$ cat src/hw/rtl/dwc_pkg.sv
// Shared types, codes and defaults for the 3x3 depthwise convolution stream block.
package dwc_pkg;

    // Default frame size limits
    localparam int MAX_WIDTH_DEF  = 1024;
    localparam int MAX_HEIGHT_DEF = 1024;

    // Depth of the window queue between front and back
    localparam int QUEUE_DEPTH = 2;

    // Configuration register indexes
    localparam logic [2:0] CFG_W_TOP    = 3'd0;
    localparam logic [2:0] CFG_W_MID    = 3'd1;
    localparam logic [2:0] CFG_W_BOT    = 3'd2;
    localparam logic [2:0] CFG_CH_BIAS  = 3'd3;
    localparam logic [2:0] CFG_BIAS_MD  = 3'd4;
    localparam logic [2:0] CFG_ACT      = 3'd5;
    localparam logic [2:0] CFG_IMG_W    = 3'd6;
    localparam logic [2:0] CFG_IMG_H    = 3'd7;

    // Bias mode codes
    localparam logic [1:0] BIAS_CHANNEL = 2'd1;
    localparam logic [1:0] BIAS_PIXEL   = 2'd2;

    // Activation codes
    localparam logic [1:0] ACT_RELU     = 2'd1;
    localparam logic [1:0] ACT_HSWISH   = 2'd2;

    // Item kind
    localparam logic OP_DRAIN = 1'b1;

    // 3x3 window, [row][column], Q8.8 samples
    typedef logic [2:0][2:0][15:0] t_win;

    // One queue entry: window after the item plus what its outputs need
    typedef struct packed {
        t_win        win;
        logic [15:0] bias_a;      // bias for the output left of the new column
        logic [15:0] bias_b;      // bias for the row-end output
        logic        has_a;
        logic        has_b;
        logic        frame_done;
    } t_job;

endpackage

$ cat src/hw/rtl/dwc_back.sv
// Back end: serial multiply-accumulate, rounding, activation and output register.
module dwc_back (
    input  logic              i_clk,
    input  logic              i_rst_n,
    input  logic              i_empty,
    output logic              o_pop,
    input  dwc_pkg::t_job     i_job,
    input  logic [2:0][47:0]  i_weights,
    input  logic [1:0]        i_act,
    output logic              o_tvalid,
    input  logic              i_tready,
    output logic [15:0]       o_result,
    output logic              o_last,
    output logic              o_frame_done
);

    typedef enum logic [2:0] {S_IDLE, S_MAC, S_RND, S_ACT1, S_ACT2, S_ACT3, S_OUT} t_state;

    t_state               r_state;
    dwc_pkg::t_job        r_job;
    logic                 r_sec;
    logic [3:0]           r_cnt;
    logic [1:0]           r_k;
    logic [1:0]           r_j;
    logic signed [31:0]   r_prod;
    logic signed [35:0]   r_acc;
    logic signed [15:0]   r_x;
    logic signed [27:0]   r_hp;
    logic [34:0]          r_v;

    logic signed [15:0]   opnd;
    logic signed [15:0]   wgt;
    logic signed [27:0]   y;
    logic signed [16:0]   xt;
    logic [10:0]          t;
    logic signed [27:0]   hp_off;
    logic signed [17:0]   q;
    logic signed [15:0]   x_act;

    function automatic logic [15:0] sat16(input logic signed [27:0] v);
        logic [15:0] r;
        if (v > 28'sd32767) begin
            r = 16'h7FFF;
        end else if (v < -28'sd32768) begin
            r = 16'h8000;
        end else begin
            r = v[15:0];
        end
        return r;
    endfunction

    function automatic logic signed [35:0] bias_acc(input logic [15:0] b);
        return {{12{b[15]}}, b, 8'b0};
    endfunction

    // Tap operand: second output shifts the window left, dropping the left column, and zero-fills the right column
    always_comb begin
        if (!r_sec) begin
            opnd = r_job.win[r_k][r_j];
        end else if (r_j == 2'd2) begin
            opnd = '0;
        end else begin
            opnd = r_job.win[r_k][r_j + 2'd1];
        end
        wgt = i_weights[r_k][16*r_j +: 16];
    end

    // Round to nearest Q8.8
    assign y = 28'((r_acc + 36'sd128) >>> 8);

    // Hard-swish pieces
    assign xt     = 17'(r_x) + 17'sd768;
    assign t      = (xt < 0) ? '0 : (xt > 17'sd1536) ? 11'd1536 : xt[10:0];
    assign hp_off = r_hp + 28'sd197376;
    assign q      = $signed({1'b0, r_v[34:18]}) - 18'sd128;

    always_comb begin
        case (i_act)
            dwc_pkg::ACT_RELU: x_act = r_x[15] ? '0 : r_x;
            default:           x_act = r_x;
        endcase
    end

    assign o_pop = (r_state == S_IDLE) && !i_empty;

    always_ff @(posedge i_clk) begin
        if (!i_rst_n) begin
            r_state  <= S_IDLE;
            o_tvalid <= 1'b0;
        end else begin
            unique case (r_state)
                S_IDLE: begin
                    if (!i_empty) begin
                        r_job   <= i_job;
                        r_sec   <= !i_job.has_a;
                        r_acc   <= bias_acc(i_job.has_a ? i_job.bias_a : i_job.bias_b);
                        r_cnt   <= '0;
                        r_k     <= '0;
                        r_j     <= '0;
                        r_state <= S_MAC;
                    end
                end
                S_MAC: begin
                    if (r_cnt != 4'd0) begin
                        r_acc <= r_acc + 36'(r_prod);
                    end
                    if (r_cnt != 4'd9) begin
                        r_prod <= opnd * wgt;
                        r_cnt  <= r_cnt + 4'd1;
                        if (r_j == 2'd2) begin
                            r_j <= '0;
                            r_k <= r_k + 2'd1;
                        end else begin
                            r_j <= r_j + 2'd1;
                        end
                    end else begin
                        r_state <= S_RND;
                    end
                end
                S_RND: begin
                    r_x     <= sat16(y);
                    r_state <= S_ACT1;
                end
                S_ACT1: begin
                    if (i_act == dwc_pkg::ACT_HSWISH) begin
                        r_hp    <= r_x * $signed({1'b0, t});
                        r_state <= S_ACT2;
                    end else begin
                        o_result     <= x_act;
                        o_last       <= r_sec || !r_job.has_b;
                        o_frame_done <= r_sec && r_job.frame_done;
                        o_tvalid     <= 1'b1;
                        r_state      <= S_OUT;
                    end
                end
                S_ACT2: begin
                    // floor(p / 1536) as floor(floor(p / 512) / 3)
                    r_v     <= hp_off[25:9] * 18'd87382;
                    r_state <= S_ACT3;
                end
                S_ACT3: begin
                    o_result     <= sat16(28'(q));
                    o_last       <= r_sec || !r_job.has_b;
                    o_frame_done <= r_sec && r_job.frame_done;
                    o_tvalid     <= 1'b1;
                    r_state      <= S_OUT;
                end
                S_OUT: begin
                    if (i_tready) begin
                        o_tvalid <= 1'b0;
                        if (!r_sec && r_job.has_b) begin
                            r_sec   <= 1'b1;
                            r_acc   <= bias_acc(r_job.bias_b);
                            r_cnt   <= '0;
                            r_k     <= '0;
                            r_j     <= '0;
                            r_state <= S_MAC;
                        end else begin
                            r_state <= S_IDLE;
                        end
                    end
                end
                default: r_state <= S_IDLE;
            endcase
        end
    end

endmodule
$ cat config.mk
export PLATFORM = sky130hd
export DESIGN_NAME = dwc_back
export DESIGN_NICKNAME = d
export VERILOG_FILES = /design/src/hw/rtl/dwc_pkg.sv /design/src/hw/rtl/dwc_back.sv
export SDC_FILE = /design/constraint.sdc
export NUM_CORES = 2
export LEC_CHECK = 0
export BUFFER_PORTS_ARGS = -buffer_cell sky130_fd_sc_hd__buf_4
export CAP_MARGIN = 20
export CELL_PAD_IN_SITES_DETAIL_PLACEMENT = 1
export CELL_PAD_IN_SITES_GLOBAL_PLACEMENT = 1
export CORE_UTILIZATION = 25
export DETAILED_ROUTE_END_ITERATION = 16
export GPL_TIMING_DRIVEN = 0
export PLACE_DENSITY = 0.51
export REMOVE_ABC_BUFFERS = 1
export SYNTH_ARGS = -nofsm -noshare
export SYNTH_HDL_FRONTEND = slang
export SYNTH_SLANG_ARGS = --single-unit
$ cat constraint.sdc
create_clock -name i_clk -period 16.1 [get_ports i_clk]
set_clock_uncertainty 0.1 [all_clocks]
set_input_delay 1.61 -clock i_clk [delete_from_list [all_inputs] [get_ports i_clk]]
set_output_delay 1.61 -clock i_clk [all_outputs]
set_load 0.01 [all_outputs]
-- After elaboration in Yosys (flattened, before gate mapping)
Index checks and enable logic that the tools add are counted.
- register bits: 336
- input port bits: 329
- output and inout port bits: 20
- word-level logic and storage cells: 148
- $add $sub $neg: 8
- $mul: 3
- order comparisons: 9
- equal/unequal tests: 18
- shift-type cells: 1
- multiplexer cells: 56
- bitwise operators: 1
- reductions and logical operators: 26
- operators by type and width (operator ; count):
    48-bit binary-select mux with 2-bit select ; 2
    16-bit two-way mux ; 10
    36-bit two-way mux ; 4
    36-bit one-hot mux with 3 select lines ; 1
    48-bit two-way mux ; 2
    16-bit binary-select mux with 2-bit select ; 2
    48-bit by 7-bit indexed part select with 16-bit output ; 1
    36-bit by 32-bit adder with 36-bit output ; 1
    36-bit by 9-bit adder with 36-bit output, second input constant ; 1
    17-bit by 16-bit multiplier with 33-bit output, second input constant ; 1
    16-bit by 16-bit multiplier with 32-bit output ; 1
    16-bit one-hot mux with 2 select lines ; 1
    28-bit by 16-bit > comparator with 1-bit output, second input constant ; 1
    28-bit by 16-bit < comparator with 1-bit output, second input constant ; 1
    26-bit by 19-bit adder with 26-bit output, second input constant ; 1
    16-bit by 12-bit multiplier with 26-bit output ; 1
    11-bit two-way mux ; 2
    3-bit one-hot mux with 7 select lines ; 1
    3-bit AND reduction ; 6
    16-bit by 11-bit adder with 17-bit output, second input constant ; 1
    17-bit by 12-bit > comparator with 1-bit output, second input constant ; 1
    17-bit by 16-bit > comparator with 1-bit output, second input constant ; 1
    17-bit by 1-bit < comparator with 1-bit output, second input constant ; 1
    17-bit by 16-bit < comparator with 1-bit output, second input constant ; 1
    32 further kinds ; 77

-- Longest topological paths before layout
- depth after elaboration: 7
- depth in mapped cells: 33
- gate-level depth less buffers: 30

-- Worst setup path after synthesis
No wires, ideal clock.
- path type: input -> register
- start: input port i_weights[67] (netlist name)
- end: register r_prod[31], data pin
- arrival time: 8298 ps
- setup slack: 7437 ps
- stages: 25
- buffers on the path: 2
- path through: mux4_2 -> a221o_1 -> nand2_1 -> clkbuf_1 -> nor2_1 -> fa_1 -> fa_1 -> inv_1 -> fa_1 -> fa_1 -> inv_1 -> fa_1 -> inv_1 -> fa_1 -> inv_1 -> ha_1 -> clkbuf_1 -> a21o_1 -> a31oi_1 -> o21ai_0 -> a311oi_1 -> o31ai_1 -> o21ai_0 -> a21oi_1 -> a31oi_1
- word-level cells in the longest chain between the ends: 4
- RTL lines (element ; RTL line ; text):
    from (decl) ; dwc_back.sv:8 ; input logic [2:0][47:0] i_weights,
    48-bit binary-select mux with 2-bit select ; dwc_back.sv:65 ; wgt = i_weights[r_k][16*r_j +: 16];
    48-bit two-way mux (implied by the code) ; dwc_back.sv:65 ;
    48-bit by 7-bit indexed part select with 16-bit output ; dwc_back.sv:65 ;
    16-bit by 16-bit multiplier with 32-bit output ; dwc_back.sv:108 ; r_prod <= opnd * wgt;
    to (signal assigned) ; dwc_back.sv:108 ;
    to (decl) ; dwc_back.sv:25 ; logic signed [31:0] r_prod;
No other way between the ends. The select of a mux whose other input is x is not followed.
A chain may end at the register's enable or synchronous reset.

-- Worst setup path after layout
- start: register r_j[0]
- end: register r_prod[31], data pin
- word-level cells in the longest chain between the ends: 6
- elaborated cells between the ends (all ways): 10
- those cells by class: add/sub (1); mul (1); eq/ne (1); shift (1); mux (6)
- RTL lines (element ; RTL line ; text):
    from (decl) ; dwc_back.sv:24 ; logic [1:0] r_j;
    from (signal assigned) ; dwc_back.sv:114 ; r_j <= r_j + 2'd1;
    2-bit by 1-bit adder with 2-bit output ; dwc_back.sv:63 ; opnd = r_job.win[r_k][r_j + 2'd1];
    16-bit binary-select mux with 2-bit select ; dwc_back.sv:63 ;
    16-bit two-way mux (implied by the code) ; dwc_back.sv:63 ;
    16-bit two-way mux ; dwc_back.sv:60 ; end else if (r_j == 2'd2) begin
    16-bit two-way mux ; dwc_back.sv:58 ; if (!r_sec) begin
    16-bit by 16-bit multiplier with 32-bit output * ; dwc_back.sv:108 ;
Mark *: on every way between the ends. The rest lies on a longest branch, timed or not. The select of a mux whose other input is x is not followed.

==> metrics.yaml <==
portBuffers: 348
place_ws_ns: 4.523
htreeDepth: 2
reg2reg_slack_ns: 4.67
worstMarginPinSlew_ns: 1.075
hpwl_mm: 93.29
ys_seq_area_share_pct: 25.37
finalWeightedCongestion: 0.8121
cts_hold_buf: 0
crit_path_end_kind: "register"
async_flop_share_pct: 0
slew_headroom_pct: 28.32
initial_utilization_pct: 25.18
cts-root-buf: "clkbuf_16"
num_vias: 26504
layout-drive-gt1-share_pct: 13.83
critPathTopFamily: "adder cells"
setup_viol: 0
rows: 140
slew_viol_final: 0
wl_per_cell_microns: 19.17
fin_nets: 5078
synth.distinct_cells: 87
cap_violations: 0
antenna_found_initial: 7
synth_top_area_share_pct: 27.58
crit_arrival_ns: 11.76
crit_path_frequent_cell: "fa_1"
layout_setup_ws_ns: 4.673
critical_path_class: "reg2reg"
final_util_pct: 29.93
cp_slowest_stage_delay_ns: 1.01
hold_viol_final: 0
boundaryPins: 349
core-area_sq_um: 145600
fmaxAchievable_ghz: 0.08752
fin_cells: 5894
first_pass_iters: 6
area_growth_pct: 18.84
drc: 0
startpoint_type: "register"
synthFlopType: "edfxtp_1"
clkSinkCount: 311
clkSlewWorstSetupHoldPaths_ns: 0.07
ys_seq_elements: 311
dp.cells: 5805
ant_nets: 0
fp.dieW_microns: 384.9
grt_max_degree: 55
grt-ovfl-total: 0
synth_top_cell_by_area: "fa_1"
cts_resized: 0
gr-usage-all-layers_pct: 15.50
insertion_delay_ns: 0.61
hp-class: "reg2reg"
grt_pass1_vias: 29798
fp.dieH_microns: 384.9
synth.avg_cell_area_sq_um: 10.10
rsz0062_at_grt: "no"
required_ns: 16.44
syn_inst: 3628
period_needed_ns: 11.43
drt-total-wl_mm: 113.0
yosys-top-cells-area: "fa_1, edfxtp_1, ha_1"
tns_ns: 0
status: "complete, no violations"
cts_tree: "built"
cp_num_buf_inv: 8
cts_buffers: 43
worst_path_max_delay_cell: "fa_1"
yosys_warnings: 0
clk_path_buf_depth: 3
vias_per_cell: 4.497
path_max_fanout: 21
mappedNetlistArea_sq_um: 36660
cts_setup_buffers: 0
grt_pass1_wl_mm: 175.8
fp.dieArea_sq_um: 148200
finalCritPeriodShare_pct: 70.97
synth_edf_count: 307
drtIter0Drc: 878
state kept, by name (all words and copies together) (netlist names):
name / count
o_result: 16
r_acc: 36
r_sec: 1
r_x: 16
r_state: 3
r_prod: 32
r_hp: 18
r_v: 16
o_frame_done: 1
r_j: 2
r_cnt: 4
o_tvalid: 1
o_last: 1
r_job: 162
r_k: 2
cell usage in the layout, fill, tap and decap left out, types with 96 or more instances in the layout:
cell | synthesis | routed
ha_1 | 309 | 309
nor2_1 | 213 | 210
a21oi_1 | 152 | 145
inv_1 | 678 | 678
fa_1 | 505 | 505
buf_4 | 3 | 348
edfxtp_1 | 307 | 307
o21ai_0 | 103 | 103
mux2i_1 | 96 | 96
nand2_1 | 343 | 342
final timing paths:
path / from / to / depth (start not counted)
setup reg to reg: r_j[0] / r_prod[31] / 28
hold / removal: r_job[9] / r_acc[14] / 2
setup / recovery: r_j[0] / r_prod[31] / 28
hold reg to reg: r_job[9] / r_acc[14] / 2
layout make-up:
type,instances,area [sq um]
Multi-Input combinational cell,2503,24380
Fill cell,16527,102000
Tap cell,1917,2399
Clock inverter,22,201.4
Inverter,681,2556
Sequential cell,311,9299
Timing Repair Buffer,395,3552
Antenna cell,7,17.52
Clock buffer,58,1154
through the flow:
step,hold slack (ns),cell area (sq um)
2_1_floorplan,0.3805,36120
5_1_grt,0.4563,43550
3_5_place_dp,0.4241,42170
4_1_cts,0.4391,43530
6_report,0.4402,43560
3_3_place_gp,0.4201,41130
layer usage:
| layer | GRT usage [%] | part of all wire (%) |
|---|---|---|
| met3 | 2.568 | 3.9 |
| met1 | 18.73 | 42 |
| met2 | 28.23 | 51 |
| met4 | 4.012 | 2.4 |
| met5 | 0 | 0.047 |
cells in the mapped netlist, types with 20 or more instances:
master / number
a31oi_1: 20
fa_1: 505
clkbuf_1: 104
nor3_1: 34
a21oi_1: 152
a211oi_1: 26
and3_1: 32
nand3_1: 51
ha_1: 309
xnor2_1: 94
nand2b_1: 35
a22oi_1: 20
nor2_1: 213
inv_1: 678
mux2i_1: 96
edfxtp_1: 307
a21o_1: 37
xor2_1: 51
o21ai_0: 103
and2_1: 48
nor2b_1: 82
nand2_1: 343
cell families after synthesis:
kind of cell | Yosys count | share of synthesized area [%]
AO/OA/AOI/OAI | 500 | 8.769
flip-flops | 311 | 25.37
XOR/XNOR | 145 | 3.465
AND/OR/NAND/NOR | 915 | 11.73
adder cells (fa/ha/maj) | 814 | 38.13
multiplexers | 128 | 4.096
buffers and inverters | 814 | 8.438
other | 1 | 0.01023
worst register-to-register path: cells and delay by family (launching register included):
family	cells	cell delay, ns
adders and majority gates	8	5.02
buffers and inverters	8	1.35
AOI/OAI and AO/OA	10	2.60
and+or+nand+nor	2	1.23
DFF	1	0.98
Power is left out: the tool's default activity adds up to more than one toggle a clock period on the data nets, which glitch-free logic cannot reach.
