$ cat src/hw/rtl/dwc_pkg.sv
// Shared types, codes and defaults for the 3x3 depthwise convolution stream block.
package dwc_pkg;

    // Default frame size limits
    localparam int MAX_WIDTH_DEF  = 1024;
    localparam int MAX_HEIGHT_DEF = 1024;

    // Depth of the window queue between front and back
    localparam int QUEUE_DEPTH = 2;

    // Configuration register indexes
    localparam logic [2:0] CFG_W_TOP    = 3'd0;
    localparam logic [2:0] CFG_W_MID    = 3'd1;
    localparam logic [2:0] CFG_W_BOT    = 3'd2;
    localparam logic [2:0] CFG_CH_BIAS  = 3'd3;
    localparam logic [2:0] CFG_BIAS_MD  = 3'd4;
    localparam logic [2:0] CFG_ACT      = 3'd5;
    localparam logic [2:0] CFG_IMG_W    = 3'd6;
    localparam logic [2:0] CFG_IMG_H    = 3'd7;

    // Bias mode codes
    localparam logic [1:0] BIAS_CHANNEL = 2'd1;
    localparam logic [1:0] BIAS_PIXEL   = 2'd2;

    // Activation codes
    localparam logic [1:0] ACT_RELU     = 2'd1;
    localparam logic [1:0] ACT_HSWISH   = 2'd2;

    // Item kind
    localparam logic OP_DRAIN = 1'b1;

    // 3x3 window, [row][column], Q8.8 samples
    typedef logic [2:0][2:0][15:0] t_win;

    // One queue entry: window after the item plus what its outputs need
    typedef struct packed {
        t_win        win;
        logic [15:0] bias_a;      // bias for the output left of the new column
        logic [15:0] bias_b;      // bias for the row-end output
        logic        has_a;
        logic        has_b;
        logic        frame_done;
    } t_job;

endpackage

$ cat src/hw/rtl/dwc_queue.sv
// Short FIFO of window jobs between front and back.
module dwc_queue #(
    parameter int DEPTH = dwc_pkg::QUEUE_DEPTH
) (
    input  logic          i_clk,
    input  logic          i_rst_n,
    input  logic          i_push,
    input  dwc_pkg::t_job i_job,
    input  logic          i_pop,
    output dwc_pkg::t_job o_job,
    output logic          o_full,
    output logic          o_empty
);

    localparam int PW = (DEPTH > 1) ? $clog2(DEPTH) : 1;
    localparam int NW = $clog2(DEPTH + 1);

    dwc_pkg::t_job r_mem [DEPTH];
    logic [PW-1:0] r_wp;
    logic [PW-1:0] r_rp;
    logic [NW-1:0] r_cnt;

    assign o_job   = r_mem[r_rp];
    assign o_full  = (r_cnt == NW'(DEPTH));
    assign o_empty = (r_cnt == '0);

    always_ff @(posedge i_clk) begin
        if (i_push) begin
            r_mem[r_wp] <= i_job;
        end
    end

    always_ff @(posedge i_clk) begin
        if (!i_rst_n) begin
            r_wp  <= '0;
            r_rp  <= '0;
            r_cnt <= '0;
        end else begin
            if (i_push) begin
                r_wp <= (r_wp == PW'(DEPTH - 1)) ? '0 : r_wp + PW'(1);
            end
            if (i_pop) begin
                r_rp <= (r_rp == PW'(DEPTH - 1)) ? '0 : r_rp + PW'(1);
            end
            r_cnt <= r_cnt + NW'(i_push) - NW'(i_pop);
        end
    end

endmodule

$ cat config.mk
export PLATFORM = sky130hd
export DESIGN_NAME = dwc_queue
export DESIGN_NICKNAME = d
export VERILOG_FILES = /design/src/hw/rtl/dwc_pkg.sv /design/src/hw/rtl/dwc_queue.sv
export SDC_FILE = /design/constraint.sdc
export NUM_CORES = 1
export LEC_CHECK = 0
export BUFFER_PORTS_ARGS = -buffer_cell sky130_fd_sc_hd__buf_2
export CORE_MARGIN = 5
export CORE_UTILIZATION = 52
export CTS_CLUSTER_SIZE = 20
export DETAILED_ROUTE_END_ITERATION = 16
export PLACE_DENSITY = 0.79
export SYNTH_ARGS = -nofsm -noshare
export SYNTH_HDL_FRONTEND = slang
export SYNTH_SLANG_ARGS = --single-unit
$ cat constraint.sdc
create_clock -name i_clk -period 12.1 [get_ports i_clk]
set_input_delay 1.21 -clock i_clk [delete_from_list [all_inputs] [get_ports i_clk]]
set_output_delay 1.21 -clock i_clk [all_outputs]
set_load 0.01 [all_outputs]
# After elaboration in Yosys (flattened, before gate mapping)
# Memory sizes are Yosys's and may differ from the RTL's. A register that Yosys moved wholly into a read port is not among the register bits.
# Cells that the tools add are included.
# word_totals
ff_bits	4
latch_bits	0
mem_bits_rw	358
mem_bits_ro	0
input_bits	183
out_inout_bits	181
word_cells	16
mem_count	1
# op_classes
addsub	4
multipliers	0
div_mod_pow	0
n_lt_le_gt_ge	0
n_eq_ne	1
n_shift	0
muxes	6
n_bitwise	0
reduce_logical	1
# mem_list
memory	words	word_bits	read_ports	rd_ports_with_merged_regs	wr	line_no	text
r_mem	2	179	1	1	1	dwc_queue.sv:18	dwc_pkg::t_job r_mem [DEPTH];
# ops
operator	n
2-to-1 mux 1 bit	6
adder 1 bit, second input constant	2
adder 2 x 1 -> 2 bit	1
equality test 2 bit, second input constant	1
logical NOT 2 bit	1
subtractor 2 x 1 -> 2 bit	1

# Depth between registers and ports, before layout
# Gate-level depths: netlist of run 1.
# logic_depth
word_depth	4
mapped_depth	6
ltp_nobuf	6

# Worst setup path before layout of run 1
# Ideal clock, no wire load.
# synth_path
kind	in2reg
from	input port i_push
to	memory r_mem[0][0] (netlist name), enable pin
setup_time_ps	742
arrival_time_ps	8968
required_ps	11358
setup_slack_ps	2391
cell_stages	1
path_buffers	0
path_cell_list	nor2b_1
# synth_between
elab_chain_len	2
# synth_lines
item	line_no	text
from (decl)	dwc_queue.sv:7	input logic i_push,
2-to-1 mux 1 bit	dwc_queue.sv:28	if (i_push) begin
2-to-1 mux 1 bit (not written as such)	dwc_queue.sv:29	r_mem[r_wp] <= i_job;
to (decl)	dwc_queue.sv:18	
# Every way passes these cells.

==> flow_summary.html, run 1 <==
<table>
<tr><th>Metric</th><th>Value</th></tr>
<tr><th colspan="2">Setup path</th></tr>
<tr><td>Category of the most critical setup path</td><td>reg2out</td></tr>
<tr><td>Required time reported for the critical path endpoint</td><td>between 10000 and 15000 ps</td></tr>
<tr><td>Nature of the critical path endpoint</td><td>output port</td></tr>
<tr><td>Crit path max fanout</td><td>70</td></tr>
<tr><td>Data arrival, critical path</td><td>around 3000 ps</td></tr>
<tr><td>Startpoint types</td><td>flip-flop</td></tr>
<tr><td>Startpoint of the worst-slack reg-to-reg timing path</td><td>r_wp</td></tr>
<tr><th colspan="2">Drt</th></tr>
<tr><td>Average vias per placed instance</td><td>5.09</td></tr>
<tr><td>Met1 routed wirelength after detailed routing</td><td>roughly 10 mm</td></tr>
<tr><td>Antenna violation net count after detailed routing</td><td>0</td></tr>
<tr><td>Post-DR wirelength/cell</td><td>20.8 µm</td></tr>
<tr><td>Initial DRC Count</td><td>roughly 420</td></tr>
<tr><td>Length of routed met2 wiring</td><td>14.1 mm</td></tr>
<tr><td>Highest routing layer actually used</td><td>met5</td></tr>
<tr><td>Iteration count of the initial detailed-routing pass</td><td>4</td></tr>
<tr><td>Total DRC errors in the routed layout</td><td>0</td></tr>
<tr><td>Wire length on met3</td><td>about 2.4 mm</td></tr>
<tr><td>Final wirelength</td><td>between 20 and 30 mm</td></tr>
<tr><td>Number of vias after detailed routing</td><td>a little under 7000</td></tr>
<tr><th colspan="2">Finish</th></tr>
<tr><td>Final Core Density</td><td>64.8%</td></tr>
<tr><td>Growth of design area from synthesis to finish</td><td>23.5%</td></tr>
<tr><td>Number of nets in the layout</td><td>~1200</td></tr>
<tr><td>Area of all placed cells without fillers</td><td>between 0.015 and 0.02 mm²</td></tr>
<tr><td>Fraction of final layout cells with drive strength greater than 1</td><td>between 60% and 70%</td></tr>
<tr><th colspan="2">GRT</th></tr>
<tr><td>Wire length of the first global-routing pass</td><td>between 30 and 40 mm</td></tr>
<tr><td>Antenna violations before repair</td><td>6</td></tr>
<tr><td>Leftover overflow at the end of global routing</td><td>0</td></tr>
<tr><td>Global-route total usage across every layer</td><td>approximately 18%</td></tr>
<tr><td>Pin count of the biggest net entering global routing</td><td>83</td></tr>
<tr><td>Number of global-route vias before repair</td><td>7167</td></tr>
<tr><th colspan="2">Hold path</th></tr>
<tr><td>HP Start</td><td>r_rp</td></tr>
<tr><td>Class of the most critical hold timing path</td><td>reg2reg</td></tr>
<tr><th colspan="2">Timing</th></tr>
<tr><td>Sum of negative setup slack</td><td>0 ps</td></tr>
<tr><td>Setup-failing EPs final</td><td>0</td></tr>
<tr><td>Maximum clock frequency</td><td>around 240 MHz</td></tr>
<tr><td>RSZ-0062 raised after global routing</td><td>no</td></tr>
<tr><td>Worst slew margin</td><td>26.0%</td></tr>
<tr><td>Slew Viols, Final</td><td>0</td></tr>
<tr><td>Fin crit share</td><td>34.7%</td></tr>
<tr><td>Minimum period implied by the final worst setup slack</td><td>roughly 4200 ps</td></tr>
<tr><td>PnR worst setup slack</td><td>between 7000 and 8000 ps</td></tr>
<tr><td>Clock Skews</td><td>about 14 ps</td></tr>
<tr><td>Pin slew with the least headroom to its limit</td><td>1110 ps</td></tr>
<tr><td>Number of hold violations in the final report</td><td>0</td></tr>
<tr><td>Final hold slack</td><td>571 ps</td></tr>
<tr><th colspan="2">Place</th></tr>
<tr><td>Post-Place Cell Area</td><td>approximately 0.016 mm²</td></tr>
<tr><td>Port Buf Inserts</td><td>roughly 360</td></tr>
<tr><td>Detailed-placement wirelength estimate</td><td>around 19 mm</td></tr>
<tr><td>Final weighted congestion of routability-driven global placement</td><td>0.812</td></tr>
<tr><td>Dpl ws</td><td>8360 ps</td></tr>
<tr><th colspan="2">Die</th></tr>
<tr><td>Number of standard-cell rows in the floorplan</td><td>between 50 and 60</td></tr>
<tr><td>Y dimension of the die</td><td>roughly 170 µm</td></tr>
<tr><td>I/O pin count</td><td>~360</td></tr>
<tr><td>Core Box Area</td><td>approximately 0.026 mm²</td></tr>
<tr><td>Starting Density</td><td>52.5%</td></tr>
<tr><td>Chip width</td><td>171 µm</td></tr>
<tr><td>Die ar.</td><td>around 0.029 mm²</td></tr>
<tr><th colspan="2">Clock tree</th></tr>
<tr><td>Root Buffer Master</td><td>sky130_fd_sc_hd__clkbuf_16</td></tr>
<tr><td>Clock Sink Count</td><td>between 300 and 400</td></tr>
<tr><td>TritonCTS clock tree</td><td>yes</td></tr>
<tr><td>Bufs on Longest Clock Path</td><td>3</td></tr>
<tr><td>Setup repair bufs after CTS</td><td>0</td></tr>
<tr><td>Number of gates resized after cts</td><td>0</td></tr>
<tr><td>Worst-Skew Late Latency</td><td>between 400 and 500 ps</td></tr>
<tr><td>Number of levels in the clock H-tree</td><td>2</td></tr>
<tr><td>Worst-path clk slew</td><td>about 60 ps</td></tr>
<tr><td>Number of buffers inserted during clock tree synthesis</td><td>36</td></tr>
<tr><td>Post-CTS Hold Buffers</td><td>0</td></tr>
<tr><th colspan="2">Pwr</th></tr>
<tr><td>Sw power</td><td>around 0.60 mW</td></tr>
<tr><td>Static leakage</td><td>about 6.5 nW</td></tr>
<tr><td>Flop pwr share</td><td>about 53%</td></tr>
<tr><td>Power density cells</td><td>roughly 170 mW/mm²</td></tr>
<tr><td>Share of total power consumed by net switching</td><td>a little over a fifth</td></tr>
<tr><td>Internal Pwr Total</td><td>~2.2 mW</td></tr>
<tr><td>Logic gate share of total power</td><td>10.8%</td></tr>
<tr><td>Worst voltage drop across the vdd grid</td><td>between 0.1 and 0.15 mV</td></tr>
<tr><td>Clk pwr share</td><td>36.2%</td></tr>
<tr><th colspan="2">Yosys</th></tr>
<tr><td>Warnings from Yosys</td><td>0</td></tr>
<tr><td>Number of distinct standard cells referenced by the synthesized netlist</td><td>14</td></tr>
<tr><td>Number of nets produced by synthesis</td><td>763</td></tr>
<tr><td>Post-synthesis area per instance</td><td>roughly 23 µm²</td></tr>
<tr><td>Number of flip-flops and latches in the synthesized netlist</td><td>approximately 360</td></tr>
<tr><td>Post-synthesis cell area</td><td>about 0.014 mm²</td></tr>
<tr><td>Cells after synthesis</td><td>approximately 580</td></tr>
<tr><td>Share of the yosys chip area belonging to registers</td><td>between 80% and 90%</td></tr>
<tr><th colspan="2">Outcome</th></tr>
<tr><td>Result of the run</td><td>finished clean</td></tr>
<tr><th colspan="2">Flow run</th></tr>
<tr><td># Max-Cap Violations</td><td>0</td></tr>
</table>
-- cells by family after synthesis --
| logic type | count (synthesis) | synth area share (%) |
|---|---|---|
| AO/OA/AOI/OAI | 1 | 0.0554 |
| flip-flops | 363 | 80.1 |
| AND/OR/NAND/NOR | 9 | 0.397 |
| multiplexers | 179 | 17.6 |
| adder cells (fa/ha/maj) | 2 | 0.185 |
| XOR/XNOR | 2 | 0.231 |
| buffers and inverters | 22 | 1.44 |
-- registers in the layout, summed over array words and instances, names as in the netlist, named ones only --
register,count
r_cnt,2
r_rp,1
r_mem,358
r_wp,1
-- critical path, cell delays in order, from the launching register on --
cell and delay, ps:
sky130_fd_sc_hd__dfxtp_4 920, sky130_fd_sc_hd__buf_4 890, sky130_fd_sc_hd__mux2_2 430, sky130_fd_sc_hd__buf_2 140
-- placed cells by master (no fill, tap or decap), drive strengths merged --
| cell type | n |
|---|---|
| and2 | 4 |
| buf | 370 |
| bufinv | 1 |
| clkbuf | 49 |
| clkinv | 12 |
| dfxtp | 5 |
| diode | 4 |
| edfxtp | 358 |
| ha | 2 |
| inv | 2 |
| mux2 | 179 |
| nor2 | 1 |
| nor2b | 4 |
| o21a | 1 |
| xnor3 | 1 |
| xor2 | 1 |
-- synthesized netlist by cell type --
cell                         n  area share [%]
sky130_fd_sc_hd__and2_1      4            0.18
sky130_fd_sc_hd__buf_2       6            0.22
sky130_fd_sc_hd__buf_6      14             1.2
sky130_fd_sc_hd__dfxtp_1     5            0.74
sky130_fd_sc_hd__edfxtp_1  358              79
sky130_fd_sc_hd__ha_1        2            0.18
sky130_fd_sc_hd__inv_1       2           0.055
sky130_fd_sc_hd__mux2_2     79             6.6
sky130_fd_sc_hd__mux2_4    100              11
sky130_fd_sc_hd__nor2_1      1           0.028
sky130_fd_sc_hd__nor2b_1     4            0.18
sky130_fd_sc_hd__o21a_1      1           0.055
sky130_fd_sc_hd__xnor3_1     1            0.17
sky130_fd_sc_hd__xor2_1      1           0.065
-- layout make-up --
cell class              count  area, µm²
diodes                      4       10.0
clock buffers              49        981
clock inverters            13       85.1
fillers                  1778       9090
inverters                   2       7.51
multi-input cells         193       2520
flip-flops and latches    363      10900
well taps                 335        419
repair buffers            370       1870
-- metrics by stage --
| step | power, mW | instances |
|---|---|---|
| final | 2.79 | 1329 |
| after floorplan | 1.70 | 578 |
| after CTS | 2.82 | 1325 |
| after global placement | 1.80 | 1263 |
| after detailed placement | 1.81 | 1263 |
| after global routing | 2.90 | 1329 |
-- metal layers --
layer / up-vias / global-route usage [%]
met3: 49 / 4.83
li1: 3079 / -
met2: 305 / 31.0
met5: - / 0
met4: 4 / 5.82
met1: 3332 / 21.5
-- final timing paths --
check        cells past startpoint             to  slack, ps
max reg2reg                      3  r_mem[0][124]       9490
max                              3     o_job[174]       7900
min                              2      flip-flop        570
min reg2reg                      2      flip-flop        570
-- power by group through the flow --
stage	clock network, mW	logic, mW	registers [mW]
global route	1.09	0.324	1.49
global placement	0	0.299	1.51
finish	1.01	0.302	1.48
floorplan	0	0.191	1.51
CTS	1.03	0.307	1.48
detailed placement	0	0.305	1.51
(Power assumes the default switching activity.)
==> run 2, diff against run 1 <==
==> constraint.sdc (replaced) <==
create_clock -name i_clk -period 4.2 [get_ports i_clk]
set_input_delay 0.42 -clock i_clk [delete_from_list [all_inputs] [get_ports i_clk]]
set_output_delay 0.42 -clock i_clk [all_outputs]
set_load 0.01 [all_outputs]
==> run 2 against run 1 <==
Largest cell class unchanged. Via count barely moved. Total power rose to 2.9 times the previous value. Global-route usage fell by 0.15 points. Cell count rose by 0.83%. Setup slack got worse by 6500 ps.
==> flow_summary.html, run 2 (synthesis results as in run 1) <==
<table>
<tr><th>Metric</th><th>Value</th></tr>
<tr><th colspan="2">Place</th></tr>
<tr><td>Detailed-placement wirelength estimate</td><td>18.8 mm (was 19.1 mm)</td></tr>
<tr><td>Final weighted congestion of routability-driven global placement</td><td>0.759 (was 0.812)</td></tr>
<tr><td>Post-Place Cell Area</td><td>0.0158 mm² (was 0.0157 mm²)</td></tr>
<tr><td>Port Buf Inserts</td><td>363 (unchanged)</td></tr>
<tr><td>Dpl ws</td><td>1880 ps (was 8360 ps)</td></tr>
<tr><th colspan="2">Drt</th></tr>
<tr><td>Average vias per placed instance</td><td>5.05 (was 5.09)</td></tr>
<tr><td>Post-DR wirelength/cell</td><td>20.3 µm (was 20.8 µm)</td></tr>
<tr><td>Number of vias after detailed routing</td><td>6772 (was 6769)</td></tr>
<tr><td>Antenna violation net count after detailed routing</td><td>0 (unchanged)</td></tr>
<tr><td>Final wirelength</td><td>27.2 mm (was 27.6 mm)</td></tr>
<tr><td>Total DRC errors in the routed layout</td><td>0 (unchanged)</td></tr>
<tr><td>Iteration count of the initial detailed-routing pass</td><td>4 (unchanged)</td></tr>
<tr><td>Initial DRC Count</td><td>514 (was 421)</td></tr>
<tr><th colspan="2">Finish</th></tr>
<tr><td>Number of flip-flops under the largest register name</td><td>358 (unchanged)</td></tr>
<tr><td>Final Core Density</td><td>65.5% (was 64.8%)</td></tr>
<tr><td>Total area of multi-input combinational cells</td><td>0.00252 mm² (unchanged)</td></tr>
<tr><td>Fraction of final layout cells with drive strength greater than 1</td><td>60.7% (was 60.2%)</td></tr>
<tr><td>Most common cell after layout, fill and taps aside</td><td>sky130_fd_sc_hd__buf_2 (unchanged)</td></tr>
<tr><td>Growth of design area from synthesis to finish</td><td>24.9% (was 23.5%)</td></tr>
<tr><td>Area taken by flip-flops and latches</td><td>0.0109 mm² (unchanged)</td></tr>
<tr><td>Area of all placed cells without fillers</td><td>0.0169 mm² (was 0.0167 mm²)</td></tr>
<tr><td>Register name with the most flops</td><td>r_mem (unchanged)</td></tr>
<tr><td>Commonest non-fill, non-tap cells in the layout</td><td>sky130_fd_sc_hd__buf_2, sky130_fd_sc_hd__edfxtp_1, sky130_fd_sc_hd__mux2_4 (unchanged)</td></tr>
<tr><td>Top flop regs</td><td>r_mem x358, r_cnt x2 (unchanged)</td></tr>
<tr><td>Number of nets in the layout</td><td>1157 (was 1151)</td></tr>
<tr><td>Fill cell instance count of the final layout</td><td>1794 (was 1778)</td></tr>
<tr><th colspan="2">Die</th></tr>
<tr><td>Die ar.</td><td>0.0294 mm² (unchanged)</td></tr>
<tr><td>Chip width</td><td>171 µm (unchanged)</td></tr>
<tr><td>Number of standard-cell rows in the floorplan</td><td>59 (unchanged)</td></tr>
<tr><td>Starting Density</td><td>52.5% (unchanged)</td></tr>
<tr><td>Core Box Area</td><td>0.0258 mm² (unchanged)</td></tr>
<tr><td>I/O pin count</td><td>364 (unchanged)</td></tr>
<tr><td>Y dimension of the die</td><td>171 µm (unchanged)</td></tr>
<tr><th colspan="2">Timing</th></tr>
<tr><td>Minimum period implied by the final worst setup slack</td><td>roughly 2800 ps</td></tr>
<tr><td>Clock Skews</td><td>18.8 ps (was 13.9 ps)</td></tr>
<tr><td>RSZ-0062 raised after global routing</td><td>no (unchanged)</td></tr>
<tr><td>Worst slew margin</td><td>27.7% (was 26.0%)</td></tr>
<tr><td>Fin crit share</td><td>66.9%</td></tr>
<tr><td>Setup-failing EPs final</td><td>0 (unchanged)</td></tr>
<tr><td>Maximum clock frequency</td><td>~360 MHz</td></tr>
<tr><td>Sum of negative setup slack</td><td>0 ps (unchanged)</td></tr>
<tr><td>Slew Viols, Final</td><td>0 (unchanged)</td></tr>
<tr><td>PnR worst setup slack</td><td>1390 ps (was 7900 ps)</td></tr>
<tr><td>Pin slew with the least headroom to its limit</td><td>1080 ps (was 1110 ps)</td></tr>
<tr><td>Number of hold violations in the final report</td><td>0 (unchanged)</td></tr>
<tr><th colspan="2">Clock tree</th></tr>
<tr><td>Number of buffers inserted during clock tree synthesis</td><td>37 (was 36)</td></tr>
<tr><td>TritonCTS clock tree</td><td>yes (unchanged)</td></tr>
<tr><td>Worst-Skew Late Latency</td><td>510 ps (was 490 ps)</td></tr>
<tr><td>Number of levels in the clock H-tree</td><td>2 (unchanged)</td></tr>
<tr><td>Bufs on Longest Clock Path</td><td>3 (unchanged)</td></tr>
<tr><td>Clock Sink Count</td><td>363 (unchanged)</td></tr>
<tr><td>Worst-path clk slew</td><td>60 ps (about the same)</td></tr>
<tr><td>Root Buffer Master</td><td>sky130_fd_sc_hd__clkbuf_16 (unchanged)</td></tr>
<tr><td>Setup repair bufs after CTS</td><td>0 (unchanged)</td></tr>
<tr><td>Number of gates resized after cts</td><td>0 (unchanged)</td></tr>
<tr><td>Post-CTS Hold Buffers</td><td>0 (unchanged)</td></tr>
<tr><th colspan="2">GRT</th></tr>
<tr><td>Wire length of the first global-routing pass</td><td>39.4 mm (was 39.5 mm)</td></tr>
<tr><td>Antenna violations before repair</td><td>10 (was 6)</td></tr>
<tr><td>Number of global-route vias before repair</td><td>7157 (was 7167)</td></tr>
<tr><td>Pin count of the biggest net entering global routing</td><td>180 (was 83)</td></tr>
<tr><td>Global-route total usage across every layer</td><td>17.6% (was 17.7%)</td></tr>
<tr><td>Leftover overflow at the end of global routing</td><td>0 (unchanged)</td></tr>
<tr><th colspan="2">Hold path</th></tr>
<tr><td>Class of the most critical hold timing path</td><td>in2reg (was reg2reg)</td></tr>
<tr><th colspan="2">Setup path</th></tr>
<tr><td>Buffers plus inverters on the worst setup path</td><td>2 (unchanged)</td></tr>
<tr><td>Nature of the critical path endpoint</td><td>output port (unchanged)</td></tr>
<tr><td>Highest-delay cell along the critical path</td><td>sky130_fd_sc_hd__dfxtp_4 (unchanged)</td></tr>
<tr><td>Data arrival, critical path</td><td>2390 ps (was 2990 ps)</td></tr>
<tr><td>Worst stage delay on the critical path</td><td>920 ps (about the same)</td></tr>
<tr><td>Startpoint types</td><td>flip-flop (unchanged)</td></tr>
<tr><td>Cell Chain, Critical Path</td><td>buf_4 &gt; mux2_4 &gt; buf_2 (was buf_4 &gt; mux2_2 &gt; buf_2)</td></tr>
<tr><td>Category of the most critical setup path</td><td>reg2out (unchanged)</td></tr>
<tr><td>Crit path max fanout</td><td>58 (was 70)</td></tr>
<tr><td>Cell family contributing the most delay on the critical path</td><td>flip-flops (was buffers and inverters)</td></tr>
<tr><td>Required time reported for the critical path endpoint</td><td>3780 ps (was 10890 ps)</td></tr>
<tr><th colspan="2">Pwr</th></tr>
<tr><td>Power density cells</td><td>485 mW/mm² (was 167 mW/mm²)</td></tr>
<tr><td>Worst voltage drop across the vdd grid</td><td>0.356 mV (was 0.132 mV)</td></tr>
<tr><td>Static leakage</td><td>6.59 nW (was 6.50 nW)</td></tr>
<tr><th colspan="2">Flow run</th></tr>
<tr><td># Max-Cap Violations</td><td>0 (unchanged)</td></tr>
<tr><th colspan="2">Outcome</th></tr>
<tr><td>Result of the run</td><td>finished clean (unchanged)</td></tr>
</table>
run 2: layer usage:
metal	part of all wire [%]	GRT usage (%)	up-vias
met5	0.29	0	-
met4	2.5	5.99	10
met2	50	29.5	298
met1	37	21.4	3306
met3	10	6.27	55
li1	-	-	3103
run 2: final cells by class:
type | instances | share of cell area (%)
clock buffer | 48 | 5.96
clock inverter | 18 | 0.828
tap | 335 | 2.48
inverter | 2 | 0.0443
multi-input combinational | 193 | 14.9
timing repair buffer | 375 | 11.6
sequential | 363 | 64.1
antenna | 6 | 0.0887
run 2: through the flow:
| step | instances | power [mW] | hold slack, ps |
|---|---|---|---|
| finish | 1340 | 8.22 | 99.5 |
| global route | 1338 | 8.55 | 68.9 |
| CTS | 1334 | 8.31 | 73.4 |
| detailed placement | 1268 | 5.24 | 574 |
| global placement | 1268 | 5.21 | 557 |
| floorplan | 578 | 4.86 | 519 |
run 2: report_power, final:
part / leakage [nW] / switching (mW) / internal [mW] / total (mW)
registers: 3.40 / 0.0733 / 4.19 / 4.27
clock network: 0.561 / 1.24 / 1.82 / 3.06
logic: 2.62 / 0.435 / 0.452 / 0.888
total: 6.59 / 1.75 / 6.47 / 8.22
run 2: worst paths after layout:
path                                 start       endpoint  slack, ps  depth (start not counted)
worst max register to register        r_wp  r_mem[1][147]       2350                          2
worst min-delay path            i_job[162]  r_mem[1][162]        100                          1
worst min register to register        r_rp      flip-flop        590                          2
worst max-delay path             flip-flop     o_job[100]       1390                          3
==> run 3, diff against run 2 <==
==> constraint.sdc (replaced) <==
create_clock -name i_clk -period 2.95 [get_ports i_clk]
set_input_delay 0.295 -clock i_clk [delete_from_list [all_inputs] [get_ports i_clk]]
set_output_delay 0.295 -clock i_clk [all_outputs]
set_load 0.01 [all_outputs]
==> run 3 against run 2 <==
Clock skew decreased by 6.4 ps. Die area unchanged. Total power increased by 45%. Routed wire length increased by 22%. Register-to-register slack got worse by 1100 ps. Utilization increased by 6.8 points. Via count increased by 14%. Hold slack got worse by 74 ps. Design area increased by 10%. Cell count increased by 13%. Critical endpoint is now o_job[31].
==> flow_summary.html, run 3 (synthesis results as in run 1) <==
<table>
<tr><th>Metric</th><th>Value</th></tr>
<tr><th colspan="2">Setup path</th></tr>
<tr><td>Worst stage delay on the critical path</td><td>770 ps (was 920 ps)</td></tr>
<tr><td>Crit path max fanout</td><td>36 (was 58)</td></tr>
<tr><td>Cell Chain, Critical Path</td><td>buf_12 &gt; mux2_2 &gt; buf_2 (was buf_4 &gt; mux2_4 &gt; buf_2)</td></tr>
<tr><td>Nature of the critical path endpoint</td><td>output port (unchanged)</td></tr>
<tr><td>Required time reported for the critical path endpoint</td><td>2650 ps (was 3780 ps)</td></tr>
<tr><td>Startpoint types</td><td>flip-flop (unchanged)</td></tr>
<tr><td>Data arrival, critical path</td><td>2140 ps (was 2390 ps)</td></tr>
<tr><td>Category of the most critical setup path</td><td>reg2out (unchanged)</td></tr>
<tr><td>Highest-delay cell along the critical path</td><td>sky130_fd_sc_hd__dfxtp_4 (unchanged)</td></tr>
<tr><td>Depth of the worst register-to-register path</td><td>2 (unchanged)</td></tr>
<tr><th colspan="2">Clock tree</th></tr>
<tr><td>Root Buffer Master</td><td>sky130_fd_sc_hd__clkbuf_16 (unchanged)</td></tr>
<tr><td>Number of buffers inserted during clock tree synthesis</td><td>37 (unchanged)</td></tr>
<tr><td>Setup repair bufs after CTS</td><td>0 (unchanged)</td></tr>
<tr><td>Bufs on Longest Clock Path</td><td>3 (unchanged)</td></tr>
<tr><td>Clock Sink Count</td><td>363 (unchanged)</td></tr>
<tr><td>TritonCTS clock tree</td><td>yes (unchanged)</td></tr>
<tr><td>Worst-path clk slew</td><td>60 ps (about the same)</td></tr>
<tr><td>Worst-Skew Late Latency</td><td>500 ps (was 510 ps)</td></tr>
<tr><td>Number of gates resized after cts</td><td>0 (unchanged)</td></tr>
<tr><td>Number of levels in the clock H-tree</td><td>2 (unchanged)</td></tr>
<tr><td>Post-CTS Hold Buffers</td><td>174 (was 0)</td></tr>
<tr><th colspan="2">Timing</th></tr>
<tr><td>Slew Viols, Final</td><td>0 (unchanged)</td></tr>
<tr><td>Setup-failing EPs final</td><td>0 (unchanged)</td></tr>
<tr><td>Maximum clock frequency</td><td>roughly 410 MHz</td></tr>
<tr><td>Fin crit share</td><td>approximately 82%</td></tr>
<tr><td>Clock Skews</td><td>12.4 ps (was 18.8 ps)</td></tr>
<tr><td>Worst slew margin</td><td>56.8% (was 27.7%)</td></tr>
<tr><td>Number of hold violations in the final report</td><td>0 (unchanged)</td></tr>
<tr><td>Pin slew with the least headroom to its limit</td><td>649 ps (was 1080 ps)</td></tr>
<tr><td>Minimum period implied by the final worst setup slack</td><td>2430 ps</td></tr>
<tr><td>Sum of negative setup slack</td><td>0 ps (unchanged)</td></tr>
<tr><td>RSZ-0062 raised after global routing</td><td>no (unchanged)</td></tr>
<tr><th colspan="2">Drt</th></tr>
<tr><td>Iteration count of the initial detailed-routing pass</td><td>4 (unchanged)</td></tr>
<tr><td>Initial DRC Count</td><td>548 (was 514)</td></tr>
<tr><td>Total DRC errors in the routed layout</td><td>0 (unchanged)</td></tr>
<tr><td>Average vias per placed instance</td><td>5.13 (was 5.05)</td></tr>
<tr><td>Post-DR wirelength/cell</td><td>22.0 µm (was 20.3 µm)</td></tr>
<tr><td>Number of vias after detailed routing</td><td>7743 (was 6772)</td></tr>
<tr><td>Final wirelength</td><td>33.2 mm (was 27.2 mm)</td></tr>
<tr><td>Antenna violation net count after detailed routing</td><td>0 (unchanged)</td></tr>
<tr><th colspan="2">Hold path</th></tr>
<tr><td>Class of the most critical hold timing path</td><td>in2reg (unchanged)</td></tr>
<tr><td>Hold Crit Depth</td><td>1 (unchanged)</td></tr>
<tr><th colspan="2">Place</th></tr>
<tr><td>Final weighted congestion of routability-driven global placement</td><td>0.753 (was 0.759)</td></tr>
<tr><td>Port Buf Inserts</td><td>363 (unchanged)</td></tr>
<tr><td>Detailed-placement wirelength estimate</td><td>18.9 mm (was 18.8 mm)</td></tr>
<tr><th colspan="2">GRT</th></tr>
<tr><td>Antenna violations before repair</td><td>1 (was 10)</td></tr>
<tr><td>Wire length of the first global-routing pass</td><td>48.4 mm (was 39.4 mm)</td></tr>
<tr><td>Number of global-route vias before repair</td><td>8542 (was 7157)</td></tr>
<tr><td>Pin count of the biggest net entering global routing</td><td>87 (was 180)</td></tr>
<tr><td>Leftover overflow at the end of global routing</td><td>0 (unchanged)</td></tr>
<tr><td>Global-route total usage across every layer</td><td>21.7% (was 17.6%)</td></tr>
<tr><th colspan="2">Flow run</th></tr>
<tr><td># Max-Cap Violations</td><td>0 (unchanged)</td></tr>
<tr><th colspan="2">Die</th></tr>
<tr><td>Number of standard-cell rows in the floorplan</td><td>59 (unchanged)</td></tr>
<tr><td>I/O pin count</td><td>364 (unchanged)</td></tr>
<tr><td>Core Box Area</td><td>0.0258 mm² (unchanged)</td></tr>
<tr><td>Die ar.</td><td>0.0294 mm² (unchanged)</td></tr>
<tr><td>Starting Density</td><td>52.5% (unchanged)</td></tr>
<tr><td>Chip width</td><td>171 µm (unchanged)</td></tr>
<tr><td>Y dimension of the die</td><td>171 µm (unchanged)</td></tr>
<tr><th colspan="2">Finish</th></tr>
<tr><td>Number of nets in the layout</td><td>1333 (was 1157)</td></tr>
<tr><td>Growth of design area from synthesis to finish</td><td>37.9% (was 24.9%)</td></tr>
<tr><td>Top flop regs</td><td>r_mem x358, r_cnt x2 (unchanged)</td></tr>
<tr><td>Final Core Density</td><td>72.3% (was 65.5%)</td></tr>
<tr><td>Most common cell after layout, fill and taps aside</td><td>sky130_fd_sc_hd__buf_2 (unchanged)</td></tr>
<tr><td>Register name with the most flops</td><td>r_mem (unchanged)</td></tr>
<tr><td>Area taken by flip-flops and latches</td><td>0.0109 mm² (unchanged)</td></tr>
<tr><td>Total area of multi-input combinational cells</td><td>0.00252 mm² (unchanged)</td></tr>
<tr><td>Number of flip-flops under the largest register name</td><td>358 (unchanged)</td></tr>
<tr><td>Fill cell instance count of the final layout</td><td>1496 (was 1794)</td></tr>
<tr><td>Fraction of final layout cells with drive strength greater than 1</td><td>51.7% (was 60.7%)</td></tr>
<tr><td>Commonest non-fill, non-tap cells in the layout</td><td>sky130_fd_sc_hd__buf_2, sky130_fd_sc_hd__edfxtp_1, sky130_fd_sc_hd__dlygate4sd3_1 (was sky130_fd_sc_hd__buf_2, sky130_fd_sc_hd__edfxtp_1, sky130_fd_sc_hd__mux2_4)</td></tr>
<tr><th colspan="2">Outcome</th></tr>
<tr><td>Result of the run</td><td>finished clean (unchanged)</td></tr>
<tr><th colspan="2">Pwr</th></tr>
<tr><td>Power density cells</td><td>638 mW/mm² (was 485 mW/mm²)</td></tr>
<tr><td>Static leakage</td><td>7.32 nW (was 6.59 nW)</td></tr>
<tr><td>Worst voltage drop across the vdd grid</td><td>0.512 mV (was 0.356 mV)</td></tr>
</table>
## run 3: cell types whose count changed in the layout (fill, tap and decap cells not counted), sizes merged
cell / before / now
buf: 375 / 377
bufinv: 2 / 1
clkbuf: 48 / 50
clkinv: 13 / 12
clkinvlp: 1 / 0
diode: 6 / 1
dlygate4sd3: 0 / 174
inv: 4 / 3
## run 3: report_power, final
part	internal (mW)	switching, mW	total, mW
logic	0.810	0.708	1.52
clock network	2.50	1.82	4.33
registers	5.97	0.110	6.08
## run 3: final cells by class
type,count,area share (%)
Sequential cell,363,58.1
Timing Repair Buffer,551,20.2
Multi-Input combinational cell,193,13.5
Clock buffer,50,5.44
Tap cell,335,2.24
Clock inverter,14,0.489
Inverter,2,0.0402
Antenna cell,1,0.0134
## run 3: critical path, delay by kind of cell (launching register included)
kind	cells	cell delay, ps
multiplexers	1	380
flip-flops	1	770
buffers and inverters	2	440
## run 3: path summary, 6_finish.rpt
check,slack [ps],end,from
worst max-delay path,520,o_job[31],flip-flop
worst min-delay path,30,r_mem[0][54],i_job[54]
worst max register to register,1260,r_mem[1][69],r_wp
worst min register to register,590,flip-flop,r_rp
## run 3: layer usage
| metal | up-vias | track usage, % | part of all wire, % |
|---|---|---|---|
| met3 | 50 | 6.73 | 9.7 |
| met1 | 3833 | 25.6 | 36 |
| met4 | 0 | 5.58 | 2.0 |
| met2 | 413 | 38.8 | 52 |
| met5 | - | 0 | 0 |
| li1 | 3447 | - | - |
## run 3: metrics by stage
stage | power [mW] | hold slack [ps] | setup WS, ps | instances | instance area [µm²]
after floorplan | 6.93 | 394 | -472 | 578 | 13600
after global placement | 7.43 | 482 | 998 | 1270 | 15800
after detailed placement | 7.47 | 486 | 1010 | 1270 | 15800
after CTS | 11.9 | 2.32 | 469 | 1508 | 18700
after global routing | 12.4 | 2.28 | 421 | 1509 | 18700
final | 11.9 | 25.6 | 517 | 1509 | 18700
